--- src/hw/rtl/mcmac_pkg.sv ---
`timescale 1ns / 1ps
// ----------------------------------------------------------------------------
// mcmac_pkg
// Shared types and constants for the Magma CMAC block.
// ----------------------------------------------------------------------------
package mcmac_pkg;

   localparam int BLOCK_W  = 64;
   localparam int HALF_W   = 32;
   localparam int COUNT_W  = 4;
   localparam int MAC_W    = 32;
   localparam int MAC_BITS = 32;
   localparam int ROUND_W  = 5;
   localparam int KEY_REGS = 4;
   localparam int CSR_IDX_W = 3;

   localparam logic [BLOCK_W-1:0] DBL_POLY = BLOCK_W'(8'h1B);

   // register indexes of the key port
   localparam logic [CSR_IDX_W-1:0] CSR_KEY_12 = 3'd0;
   localparam logic [CSR_IDX_W-1:0] CSR_KEY_34 = 3'd1;
   localparam logic [CSR_IDX_W-1:0] CSR_KEY_56 = 3'd2;
   localparam logic [CSR_IDX_W-1:0] CSR_KEY_78 = 3'd3;

   typedef logic [BLOCK_W-1:0] key_regs_type [KEY_REGS];

   // one feistel step handed to the round unit
   typedef struct packed {
      logic [HALF_W-1:0] hi;
      logic [HALF_W-1:0] lo;
      logic [HALF_W-1:0] key_word;
      logic              final_round;
   } round_req_type;

endpackage

--- src/hw/rtl/mcmac_req_if.sv ---
`timescale 1ns / 1ps
// ----------------------------------------------------------------------------
// mcmac_req_if
// Message word channel: one 64-bit block with byte count and last flag.
// ----------------------------------------------------------------------------
interface mcmac_req_if;
   import mcmac_pkg::*;

   logic               valid;
   logic               ready;
   logic [BLOCK_W-1:0] data_block;
   logic [COUNT_W-1:0] byte_count;
   logic               last;

   modport source (output valid, output data_block, output byte_count, output last,
                   input ready);
   modport sink   (input valid, input data_block, input byte_count, input last,
                   output ready);
endinterface

--- src/hw/rtl/mcmac_rsp_if.sv ---
`timescale 1ns / 1ps
// ----------------------------------------------------------------------------
// mcmac_rsp_if
// Result channel: one 32-bit mac word per message.
// ----------------------------------------------------------------------------
interface mcmac_rsp_if;
   import mcmac_pkg::*;

   logic             valid;
   logic             ready;
   logic [MAC_W-1:0] mac;

   modport source (output valid, output mac, input ready);
   modport sink   (input valid, input mac, output ready);
endinterface

--- src/hw/rtl/mcmac_round.sv ---
`timescale 1ns / 1ps
// ----------------------------------------------------------------------------
// mcmac_round
// One Magma round: key add, eight s-boxes, rotate by 11, feistel swap (none on the final round).
// ----------------------------------------------------------------------------
module mcmac_round
   import mcmac_pkg::*;
(
   input  round_req_type        round_req,
   output logic [BLOCK_W-1:0]   round_out
);

   localparam logic [3:0] SBOX [8][16] = '{
      '{4'd12, 4'd4,  4'd6,  4'd2,  4'd10, 4'd5,  4'd11, 4'd9,
        4'd14, 4'd8,  4'd13, 4'd7,  4'd0,  4'd3,  4'd15, 4'd1},
      '{4'd6,  4'd8,  4'd2,  4'd3,  4'd9,  4'd10, 4'd5,  4'd12,
        4'd1,  4'd14, 4'd4,  4'd7,  4'd11, 4'd13, 4'd0,  4'd15},
      '{4'd11, 4'd3,  4'd5,  4'd8,  4'd2,  4'd15, 4'd10, 4'd13,
        4'd14, 4'd1,  4'd7,  4'd4,  4'd12, 4'd9,  4'd6,  4'd0},
      '{4'd12, 4'd8,  4'd2,  4'd1,  4'd13, 4'd4,  4'd15, 4'd6,
        4'd7,  4'd0,  4'd10, 4'd5,  4'd3,  4'd14, 4'd9,  4'd11},
      '{4'd7,  4'd15, 4'd5,  4'd10, 4'd8,  4'd1,  4'd6,  4'd13,
        4'd0,  4'd9,  4'd3,  4'd14, 4'd11, 4'd4,  4'd2,  4'd12},
      '{4'd5,  4'd13, 4'd15, 4'd6,  4'd9,  4'd2,  4'd12, 4'd10,
        4'd11, 4'd7,  4'd8,  4'd1,  4'd4,  4'd3,  4'd14, 4'd0},
      '{4'd8,  4'd14, 4'd2,  4'd5,  4'd6,  4'd9,  4'd1,  4'd12,
        4'd15, 4'd4,  4'd11, 4'd0,  4'd13, 4'd10, 4'd3,  4'd7},
      '{4'd1,  4'd7,  4'd14, 4'd13, 4'd0,  4'd5,  4'd8,  4'd3,
        4'd4,  4'd15, 4'd10, 4'd6,  4'd9,  4'd12, 4'd11, 4'd2}
   };

   logic [HALF_W-1:0] sum;
   logic [HALF_W-1:0] subst;
   logic [HALF_W-1:0] mixed;

   always_comb begin
      sum = round_req.lo + round_req.key_word;
      for (int i = 0; i < 8; i++) begin
         subst[4*i +: 4] = SBOX[i][sum[4*i +: 4]];
      end
      mixed = {subst[20:0], subst[31:21]} ^ round_req.hi;
      if (round_req.final_round) begin
         round_out = {mixed, round_req.lo};
      end else begin
         round_out = {round_req.lo, mixed};
      end
   end

endmodule

--- src/hw/rtl/mcmac_core.sv ---
`timescale 1ns / 1ps
// ----------------------------------------------------------------------------
// mcmac_core
// Round sequencer: subkey derivation, cbc chaining and mac output register.
// ----------------------------------------------------------------------------
module mcmac_core
   import mcmac_pkg::*;
(
   input  logic         clock,
   input  logic         reset,
   input  key_regs_type key_regs,
   mcmac_req_if.sink    req_ch,
   mcmac_rsp_if.source  rsp_ch
);

   typedef enum logic [1:0] {
      ST_IDLE,
      ST_SUBKEY,
      ST_BLOCK,
      ST_FINISH
   } state_type;

   localparam int MAC_SHIFT = BLOCK_W - MAC_BITS;

   state_type          state_ff, state_in;
   logic [ROUND_W-1:0] round_ff, round_in;
   logic [BLOCK_W-1:0] halves_ff, halves_in;
   logic [BLOCK_W-1:0] chain_ff, chain_in;
   logic [BLOCK_W-1:0] subkey_ff, subkey_in;
   logic               in_msg_ff, in_msg_in;
   logic [BLOCK_W-1:0] data_ff, data_in;
   logic [COUNT_W-1:0] count_ff, count_in;
   logic               last_ff, last_in;
   logic               rsp_valid_ff, rsp_valid_in;
   logic [MAC_W-1:0]   mac_ff, mac_in;

   round_req_type      round_req;
   logic [BLOCK_W-1:0] round_out;
   logic [2:0]         key_idx;
   logic [BLOCK_W-1:0] key_reg;
   logic [BLOCK_W-1:0] shifted;
   logic               accept;

   function automatic logic [BLOCK_W-1:0] dbl(input logic [BLOCK_W-1:0] v);
      return v[BLOCK_W-1] ? ({v[BLOCK_W-2:0], 1'b0} ^ DBL_POLY) : {v[BLOCK_W-2:0], 1'b0};
   endfunction

   // message word; a last word gets the subkey applied, and final-block padding if short
   function automatic logic [BLOCK_W-1:0] build_block(
      input logic [BLOCK_W-1:0] data,
      input logic [COUNT_W-1:0] count,
      input logic               is_last,
      input logic [BLOCK_W-1:0] base
   );
      logic [BLOCK_W-1:0] k1;
      logic [BLOCK_W-1:0] padded;
      k1 = dbl(base);
      for (int i = 0; i < 8; i++) begin
         if (COUNT_W'(i) < count) begin
            padded[BLOCK_W-1-8*i -: 8] = data[BLOCK_W-1-8*i -: 8];
         end else if (COUNT_W'(i) == count) begin
            padded[BLOCK_W-1-8*i -: 8] = 8'h80;
         end else begin
            padded[BLOCK_W-1-8*i -: 8] = 8'h00;
         end
      end
      if (!is_last) begin
         return data;
      end else if (count >= COUNT_W'(8)) begin
         return data ^ k1;
      end else begin
         return padded ^ dbl(k1);
      end
   endfunction

   // key schedule: k1..k8 three times, then k8..k1
   always_comb begin
      key_idx = (round_ff < ROUND_W'(24)) ? round_ff[2:0] : ~round_ff[2:0];
      key_reg = key_regs[key_idx[2:1]];
      round_req.hi          = halves_ff[BLOCK_W-1:HALF_W];
      round_req.lo          = halves_ff[HALF_W-1:0];
      round_req.key_word    = key_idx[0] ? key_reg[HALF_W-1:0] : key_reg[BLOCK_W-1:HALF_W];
      round_req.final_round = (round_ff == '1);
   end

   mcmac_round u_round (
      .round_req (round_req),
      .round_out (round_out)
   );

   assign accept        = req_ch.valid && req_ch.ready;
   assign req_ch.ready  = (state_ff == ST_IDLE);
   assign rsp_ch.valid  = rsp_valid_ff;
   assign rsp_ch.mac    = mac_ff;
   assign shifted       = halves_ff >> MAC_SHIFT;

   always_comb begin
      state_in     = state_ff;
      round_in     = round_ff;
      halves_in    = halves_ff;
      chain_in     = chain_ff;
      subkey_in    = subkey_ff;
      in_msg_in    = in_msg_ff;
      data_in      = data_ff;
      count_in     = count_ff;
      last_in      = last_ff;
      mac_in       = mac_ff;
      rsp_valid_in = rsp_valid_ff && !rsp_ch.ready;

      unique case (state_ff)
         ST_IDLE: begin
            if (accept) begin
               data_in  = req_ch.data_block;
               count_in = req_ch.byte_count;
               last_in  = req_ch.last;
               round_in = '0;
               if (!in_msg_ff) begin
                  in_msg_in = 1'b1;
                  chain_in  = '0;
                  halves_in = '0;
                  state_in  = ST_SUBKEY;
               end else begin
                  halves_in = chain_ff ^ build_block(req_ch.data_block, req_ch.byte_count,
                                                     req_ch.last, subkey_ff);
                  state_in  = ST_BLOCK;
               end
            end
         end
         ST_SUBKEY: begin
            round_in = round_ff + ROUND_W'(1);
            if (round_req.final_round) begin
               halves_in = chain_ff;
               subkey_in = round_out;
               halves_in = chain_ff ^ build_block(data_ff, count_ff, last_ff, round_out);
               state_in  = ST_BLOCK;
            end else begin
               halves_in = round_out;
            end
         end
         ST_BLOCK: begin
            round_in  = round_ff + ROUND_W'(1);
            halves_in = round_out;
            if (round_req.final_round) begin
               if (last_ff) begin
                  chain_in  = '0;
                  in_msg_in = 1'b0;
                  state_in  = ST_FINISH;
               end else begin
                  chain_in  = round_out;
                  halves_in = '0;
                  state_in  = ST_IDLE;
               end
            end
         end
         ST_FINISH: begin
            if (!rsp_valid_ff || rsp_ch.ready) begin
               mac_in       = shifted[MAC_W-1:0];
               rsp_valid_in = 1'b1;
               halves_in    = '0;
               state_in     = ST_IDLE;
            end
         end
         default: begin
            state_in = ST_IDLE;
         end
      endcase
   end

   always_ff @(posedge clock) begin
      if (reset) begin
         state_ff     <= ST_IDLE;
         round_ff     <= '0;
         halves_ff    <= '0;
         chain_ff     <= '0;
         in_msg_ff    <= 1'b0;
         rsp_valid_ff <= 1'b0;
      end else begin
         state_ff     <= state_in;
         round_ff     <= round_in;
         halves_ff    <= halves_in;
         chain_ff     <= chain_in;
         in_msg_ff    <= in_msg_in;
         rsp_valid_ff <= rsp_valid_in;
      end
      subkey_ff <= subkey_in;
      data_ff   <= data_in;
      count_ff  <= count_in;
      last_ff   <= last_in;
      mac_ff    <= mac_in;
   end

endmodule

--- src/hw/rtl/magma_cmac_mac.sv ---
`timescale 1ns / 1ps
// ----------------------------------------------------------------------------
// magma_cmac_mac
// Magma CMAC over a stream of 64-bit message words.
// ----------------------------------------------------------------------------
// req_ch carries one big-endian message word with its byte count and a
// last flag; rsp_ch carries one 32-bit mac word for each last word.
// The 256-bit key is written through csr_we / csr_index / csr_wdata as
// four 64-bit registers; the user must write them only while no message
// word is in flight, which the block itself does not enforce.
// A single round unit does one Magma round per cycle: each word runs 32
// rounds after its accept; the first word of a message first runs 32 more
// rounds to derive the subkeys from the encryption of zero.
// After the rounds of a last word, ST_FINISH loads the mac register.
// req_ch.ready is high only while the sequencer is idle; a new word may be
// taken while a mac waits for the receiver, and the block holds a finished
// mac until the previous one is taken.
// Reset clears the key, the chaining value and any message in progress.
// ----------------------------------------------------------------------------
module magma_cmac_mac
   import mcmac_pkg::*;
(
   input  logic                 clock,
   input  logic                 reset,
   mcmac_req_if.sink            req_ch,
   mcmac_rsp_if.source          rsp_ch,
   input  logic                 csr_we,
   input  logic [CSR_IDX_W-1:0] csr_index,
   input  logic [BLOCK_W-1:0]   csr_wdata
);

   key_regs_type key_ff;
   key_regs_type key_in;

   always_comb begin
      key_in = key_ff;
      if (csr_we) begin
         unique case (csr_index)
            CSR_KEY_12: key_in[0] = csr_wdata;
            CSR_KEY_34: key_in[1] = csr_wdata;
            CSR_KEY_56: key_in[2] = csr_wdata;
            CSR_KEY_78: key_in[3] = csr_wdata;
            default: begin
               key_in = key_ff;
            end
         endcase
      end
   end

   always_ff @(posedge clock) begin
      if (reset) begin
         for (int i = 0; i < KEY_REGS; i++) begin
            key_ff[i] <= '0;
         end
      end else begin
         key_ff <= key_in;
      end
   end

   mcmac_core u_core (
      .clock    (clock),
      .reset    (reset),
      .key_regs (key_ff),
      .req_ch   (req_ch),
      .rsp_ch   (rsp_ch)
   );

endmodule
--- src/flat_wrapper.sv ---
// flat-port wrapper written by rule: the top's interface ports become plain ports
module magma_cmac_mac_flat import mcmac_pkg::*;
  (clock, reset, csr_we, csr_index, csr_wdata, req_ch_valid, req_ch_data_block, req_ch_byte_count, req_ch_last, req_ch_ready, rsp_ch_valid, rsp_ch_mac, rsp_ch_ready);
  mcmac_req_if req_ch_i ();
  mcmac_rsp_if rsp_ch_i ();
  input  logic clock;
  input  logic reset;
  input  logic csr_we;
  input  logic [CSR_IDX_W-1:0] csr_index;
  input  logic [BLOCK_W-1:0] csr_wdata;
  input wire logic [$bits(req_ch_i.valid)-1:0] req_ch_valid;
  input wire logic [$bits(req_ch_i.data_block)-1:0] req_ch_data_block;
  input wire logic [$bits(req_ch_i.byte_count)-1:0] req_ch_byte_count;
  input wire logic [$bits(req_ch_i.last)-1:0] req_ch_last;
  output wire logic [$bits(req_ch_i.ready)-1:0] req_ch_ready;
  output wire logic [$bits(rsp_ch_i.valid)-1:0] rsp_ch_valid;
  output wire logic [$bits(rsp_ch_i.mac)-1:0] rsp_ch_mac;
  input wire logic [$bits(rsp_ch_i.ready)-1:0] rsp_ch_ready;
  assign req_ch_i.valid = req_ch_valid;
  assign req_ch_i.data_block = req_ch_data_block;
  assign req_ch_i.byte_count = req_ch_byte_count;
  assign req_ch_i.last = req_ch_last;
  assign req_ch_ready = req_ch_i.ready;
  assign rsp_ch_valid = rsp_ch_i.valid;
  assign rsp_ch_mac = rsp_ch_i.mac;
  assign rsp_ch_i.ready = rsp_ch_ready;
  magma_cmac_mac u_core (.clock(clock), .reset(reset), .req_ch(req_ch_i), .rsp_ch(rsp_ch_i), .csr_we(csr_we), .csr_index(csr_index), .csr_wdata(csr_wdata));
endmodule
--- config.mk ---
export PLATFORM = sky130hd
export DESIGN_NAME = magma_cmac_mac_flat
export DESIGN_NICKNAME = d
export VERILOG_FILES = /design/src/hw/rtl/mcmac_pkg.sv /design/src/hw/rtl/mcmac_req_if.sv /design/src/hw/rtl/mcmac_rsp_if.sv /design/src/hw/rtl/mcmac_round.sv /design/src/hw/rtl/mcmac_core.sv /design/src/hw/rtl/magma_cmac_mac.sv /design/src/flat_wrapper.sv
export SDC_FILE = /design/constraint.sdc
export NUM_CORES = 2
export LEC_CHECK = 0
export ABC_AREA = 0
export BUFFER_PORTS_ARGS = -buffer_cell sky130_fd_sc_hd__buf_2
export CORE_UTILIZATION = 38
export DETAILED_ROUTE_END_ITERATION = 8
export SLEW_MARGIN = 40
export SYNTH_ARGS = -nofsm -noshare
export SYNTH_HDL_FRONTEND = slang
export SYNTH_HIERARCHICAL = 1
export SYNTH_SLANG_ARGS = --single-unit
--- constraint.sdc ---
create_clock -name clock -period 9.9 [get_ports clock]
set_input_delay 0.495 -clock clock [delete_from_list [all_inputs] [get_ports clock]]
set_output_delay 0.495 -clock clock [all_outputs]
set_load 0.05 [all_outputs]
* Word-level counts from Yosys, hierarchy flattened
Memory sizes are Yosys's and may differ from the RTL's. Cells that the tools add are included.
Word-level totals: memory bits (read-only) 512, memories 8, input port bits 141, bits in registers 558, output and inout bits 34, logic and storage cells 259
Memory list:
- (no name shown) | words 16, width 4, read ports 1, clocked after Yosys merged registers in 0, write ports 0, line mcmac_round.sv:39 | subst[4*i +: 4] = SBOX[i][sum[4*i +: 4]];
- (no name shown) | words 16, width 4, read ports 1, clocked after Yosys merged registers in 0, write ports 0, line mcmac_round.sv:39
- (no name shown) | words 16, width 4, read ports 1, clocked after Yosys merged registers in 0, write ports 0, line mcmac_round.sv:39
- (no name shown) | words 16, width 4, read ports 1, clocked after Yosys merged registers in 0, write ports 0, line mcmac_round.sv:39
- (no name shown) | words 16, width 4, read ports 1, clocked after Yosys merged registers in 0, write ports 0, line mcmac_round.sv:39
- (no name shown) | words 16, width 4, read ports 1, clocked after Yosys merged registers in 0, write ports 0, line mcmac_round.sv:39
- +2 memories
Cells by class: magnitude comparators 28, equal/unequal tests 27, add/sub/neg operators 2, reductions and logical operators 24, bitwise gates (word level) 21, muxes and demuxes 134
Operators with widths (number):
- 2-to-1 mux 64 bit | 22
- 2-to-1 mux 8 bit | 72
- bitwise XOR 64 bit | 6
- one-hot mux 64 bit (4 select lines) | 1
- binary-select mux 64 bit (select 2 bit) | 1
- one-hot mux 64 bit (2 select lines) | 1
- 2-to-1 mux 4 bit | 16
- greater-or-equal comparator 5 bit, second input constant | 8
- NOT 4 -> 5 bit | 8
- adder 32 bit | 1
- == test 3 x 4 -> 1 bit, first input constant | 8
- less-than comparator 3 x 4 -> 1 bit, first input constant | 8
- 2-to-1 mux 32 bit | 1
- bitwise XOR 32 bit | 1
- 2-to-1 mux 5 bit | 5
- AND reduction 2 bit | 9
- == test 2 x 4 -> 1 bit, first input constant | 4
- less-than comparator 1 x 4 -> 1 bit, first input constant | 4
- less-than comparator 2 x 4 -> 1 bit, first input constant | 4
- NOT 4 bit | 4
- 2-to-1 mux 2 bit | 6
- AND reduction 4 bit | 3
- inequality test 2 bit, second input constant | 5
- one-hot mux 5 bit (2 select lines) | 1
- other kinds (25) | 37

* Logic depth before layout (Yosys ltp)
depth in word-level cells 26, depth in mapped cells 28, depth with buffers taken out 26

* Hierarchy
The synthesis kept the hierarchy.
Modules (own cells, without submodules):
- mcmac_core | area an instance 20517.2 µm², seq. area each 7697.4 µm², cells an instance 2350, instances 1
- magma_cmac_mac | area an instance 10084.7 µm², seq. area each 5124.9 µm², cells an instance 901, instances 1
- mcmac_round | area an instance 4560.6 µm², seq. area each 0.0 µm², cells an instance 633, instances 1

* Worst setup path after synthesis
No wires, ideal clock.
path type reg-to-reg, from reg u_core.u_core.round_ff[3], to reg u_core.u_core.halves_ff[63], setup slack 3.666 ns, setup time 0.122 ns, arrival 6.112 ns, cell stages (with the launch flop) 24, period minus slack after synthesis 6.234 ns, data required time 9.778 ns, path through dfxtp_1 nand2_1 xor2_2 buf_4 mux4_2 mux2_2 ha_1 and2_4 a221oi_2 a2111oi_4 o21ai_1 or3b_2 xor2_1 ha_1 inv_1 mux4_2 xor2_1 mux2_2 mux2_2 a32o_1 a21oi_1 xnor2_1 a311oi_1 a221o_1
RTL lines:
- start, declared | line mcmac_core.sv:26 | logic [ROUND_W-1:0] round_ff, round_in;
- start signal, assigned | line mcmac_core.sv:179 | round_ff <= round_in;
- end signal, assigned | line mcmac_core.sv:180 | halves_ff <= halves_in;
- end, declared | line mcmac_core.sv:27 | logic [BLOCK_W-1:0] halves_ff, halves_in;

==> results.sh <==
export IMPL_status="completed"
export IMPL_crit_top_cell="a21oi_1"
export IMPL_ir_drop_mv=0.225
export IMPL_drive_gt1_share_pct=13.4
export IMPL_wl_per_cell_um=22.6
export IMPL_power_density_nw_per_um2=224
export IMPL_cts_sinks=558
export IMPL_holdCritStartpoint="req_ch_data_block[23]"
export IMPL_grt_pass1_wl_mm=175
export IMPL_io_pins=175
export IMPL_grt_antenna_before_repair=9
export IMPL_yosysWarnings=6
export IMPL_synth_seq_cells=558
export IMPL_cts_root_buf="clkbuf_16"
export IMPL_dieArea_um2=93800
export IMPL_tritoncts="yes"
export IMPL_synth_edf_count=165
export IMPL_reg2reg_slack_ns=2.46
export IMPL_critPathLaunchType="flip-flop"
export IMPL_synthArstFlopShare_pct=0
export IMPL_synth_area_um2=35200
export IMPL_grt_max_degree=114
export IMPL_nFillCells=8904
export IMPL_finalSetupViolCount=0
export IMPL_initial_core_util_pct=38.4
export IMPL_required_ns=10.38
export IMPL_slew_viol_final=0
export IMPL_report_final_hold_viol_count=0
export IMPL_dr_pass1_iters=9
export IMPL_synth_flop_cell="dfxtp_1"
export IMPL_wirelength_mm=116
export IMPL_drc=0
export IMPL_hp_class="in -> reg"
export IMPL_ant_nets=0
export IMPL_num_rows=111
export IMPL_core_area_um2=91700
export IMPL_first_iter_violations=2756
export IMPL_r2r_start="u_core/u_core/round_ff[3]"
export IMPL_ys_seq_area_share_pct=36.5
export IMPL_hold_depth=1
export IMPL_die_h_um=306
export IMPL_fin_util_pct=42.7
export IMPL_reg2reg_to="u_core/u_core/halves_ff[34]"
export IMPL_clkSlewWorstSetupHoldPaths_ns=0.07
export IMPL_fin_crit_sh_pct=75.2
export IMPL_via_count=30100
export IMPL_worst_slew_margin_rel_pct=39.0
export IMPL_via_per_inst=5.88
export IMPL_cts_resized=0
export IMPL_skew_ns=0.0356
export IMPL_cts_buffers=61
export IMPL_crit_fanout=28
export IMPL_hpwl_mm=77.8
export IMPL_r2r_cells=25
export IMPL_post_cts_buffers=0
export IMPL_critPathBufInv=2
export IMPL_gp_congestion=0.935
export IMPL_io_buffers=174
export IMPL_synth_distinct_cells=98
export IMPL_final_cell_mix="393 x dfxtp_1, 349 x nand2b_1, 326 x mux2i_1"
export IMPL_syn_area_per_cell_um2=9.05
export IMPL_crit_path_max_incr_delay_ns=0.63
export IMPL_fmax_ghz=0.134
export IMPL_area_growth_pct=11.2
export IMPL_register_area_um2=12800
export IMPL_cp_arrival_ns=7.92
export IMPL_worst_slew_pin_slew_ns=0.915
export IMPL_grt_overflow=0
export IMPL_period_needed_ns=7.44
export IMPL_fin_tns_setup_ns=0
export IMPL_layout_commonest_cell="dfxtp_1"
export IMPL_globalRouteTotalUtil_pct=24.0
export IMPL_insertion_delay_ns=0.66
export IMPL_rsz0062_at_grt="no"
export IMPL_end_kind="flip-flop"
export IMPL_die_w_um=306
export IMPL_grt_pass1_vias=27800
export IMPL_hold_end="u_core/u_core/data_ff[23]"
export IMPL_cellLeakagePower_nw=15.3
export IMPL_nets=4105
export IMPL_cp_slowest_cell="xor2_4"
export IMPL_maxCapViolCount=0
export IMPL_critPathKind="reg -> reg"
export IMPL_htree_levels=2
export IMPL_cpLargestDelayFamily="compound AO/OA/AOI/OAI gates"
export IMPL_syn_inst=3884
export IMPL_multi_input_area_um2=21000
export IMPL_clockBufferDepth=3
export IMPL_hold_buffers=0
export IMPL_syn_nets=4100
[per-stage QoR]
step	power (mW)	hold slack (ns)	setup slack (ns)	cell area, µm²	cells
final	8.74	0.0714	2.46	39100	5127
after global routing	9.12	0.0590	2.08	39100	5126
after CTS	8.69	0.0427	2.57	39100	5125
after detailed placement	6.22	0.461	2.63	36900	5012
after global placement	6.15	0.453	2.70	36800	5007
after floorplan	5.06	0.431	3.67	35200	3884
[state kept, by name (all words and copies together), names as in the netlist]
name	flops
u_core/u_core/round_ff	5
u_core/u_core/rsp_ch.valid	1
u_core/u_core/last_ff	1
u_core/key_ff	256
u_core/u_core/subkey_ff	64
u_core/u_core/data_ff	64
u_core/u_core/count_ff	4
u_core/u_core/rsp_ch.mac	32
u_core/u_core/state_ff	2
u_core/u_core/chain_ff	64
u_core/u_core/in_msg_ff	1
u_core/u_core/halves_ff	64
[layer usage]
layer  GRT usage [%]  vias to the layer above  routed length, µm
li1                -                    14100                  -
met1            32.7                    14600              50000
met2            38.5                     1201              52900
met3            3.78                      197               8730
met4            8.29                       10               4070
met5               0                        -                 56
[how the worst max path moves through the flow]
stage	from	end	slack, ns	depth (start not counted)
6_report	u_core/u_core/round_ff[3]	u_core/u_core/halves_ff[34]	2.46	25
4_1_cts	u_core/u_core/round_ff[3]	u_core/u_core/halves_ff[34]	2.57	25
2_1_floorplan	u_core/u_core/round_ff[3]	u_core/u_core/halves_ff[63]	3.67	23
5_1_grt	u_core/u_core/round_ff[3]	u_core/u_core/halves_ff[34]	2.08	25
3_3_place_gp	u_core/u_core/round_ff[3]	u_core/u_core/halves_ff[38]	2.70	23
3_5_place_dp	u_core/u_core/round_ff[3]	u_core/u_core/halves_ff[34]	2.63	25
[cells in the mapped netlist, drive strengths merged (21+ instances only)]
cell	instances	share of area [%]
mux4	76	4.9
inv	77	0.82
nand2b	349	6.2
a21oi	286	4.1
ha	74	2.6
dfxtp	393	22
mux2i	326	9.3
nand3	260	3.7
nand4	21	0.37
o211ai	31	0.72
a22oi	25	0.57
a211oi	44	0.95
and2	38	0.69
mux2	60	1.9
clkbuf	157	1.7
nand2	266	2.8
o221ai	48	1.2
xnor2	104	2.6
o21ai	257	3.7
edfxtp	165	14
xor2	70	1.8
o31ai	22	0.47
and3	29	0.52
nor3	37	0.54
nor2	256	2.7
buf	128	2.0
a221oi	26	0.67
[logic make-up after synthesis]
group | Yosys count | share of synthesized area [%]
buffers and inverters | 363 | 4.52
AOI/OAI and AO/OA | 920 | 16.6
adders and majority gates | 76 | 2.72
xor gates and xnor gates | 175 | 4.44
muxes | 462 | 16.1
and+or+nand+nor | 1330 | 19.2
DFF | 558 | 36.5
[power breakdown]
group | internal, mW | leakage, nW | total, mW | switching, mW
Combinational | 1.13 | 9.53 | 3.40 | 2.28
Sequential | 2.60 | 4.72 | 2.88 | 0.278
Clock | 1.47 | 1.05 | 2.46 | 0.993
[layout make-up]
class,count,area share (%)
multi-input combinational,2963,53.6
sequential,558,32.8
clock buffer,90,4.62
tap,1186,3.79
timing repair buffer,227,3.54
clock inverter,23,0.864
inverter,78,0.749
antenna,2,0.0128
(Power assumes the default switching activity.)
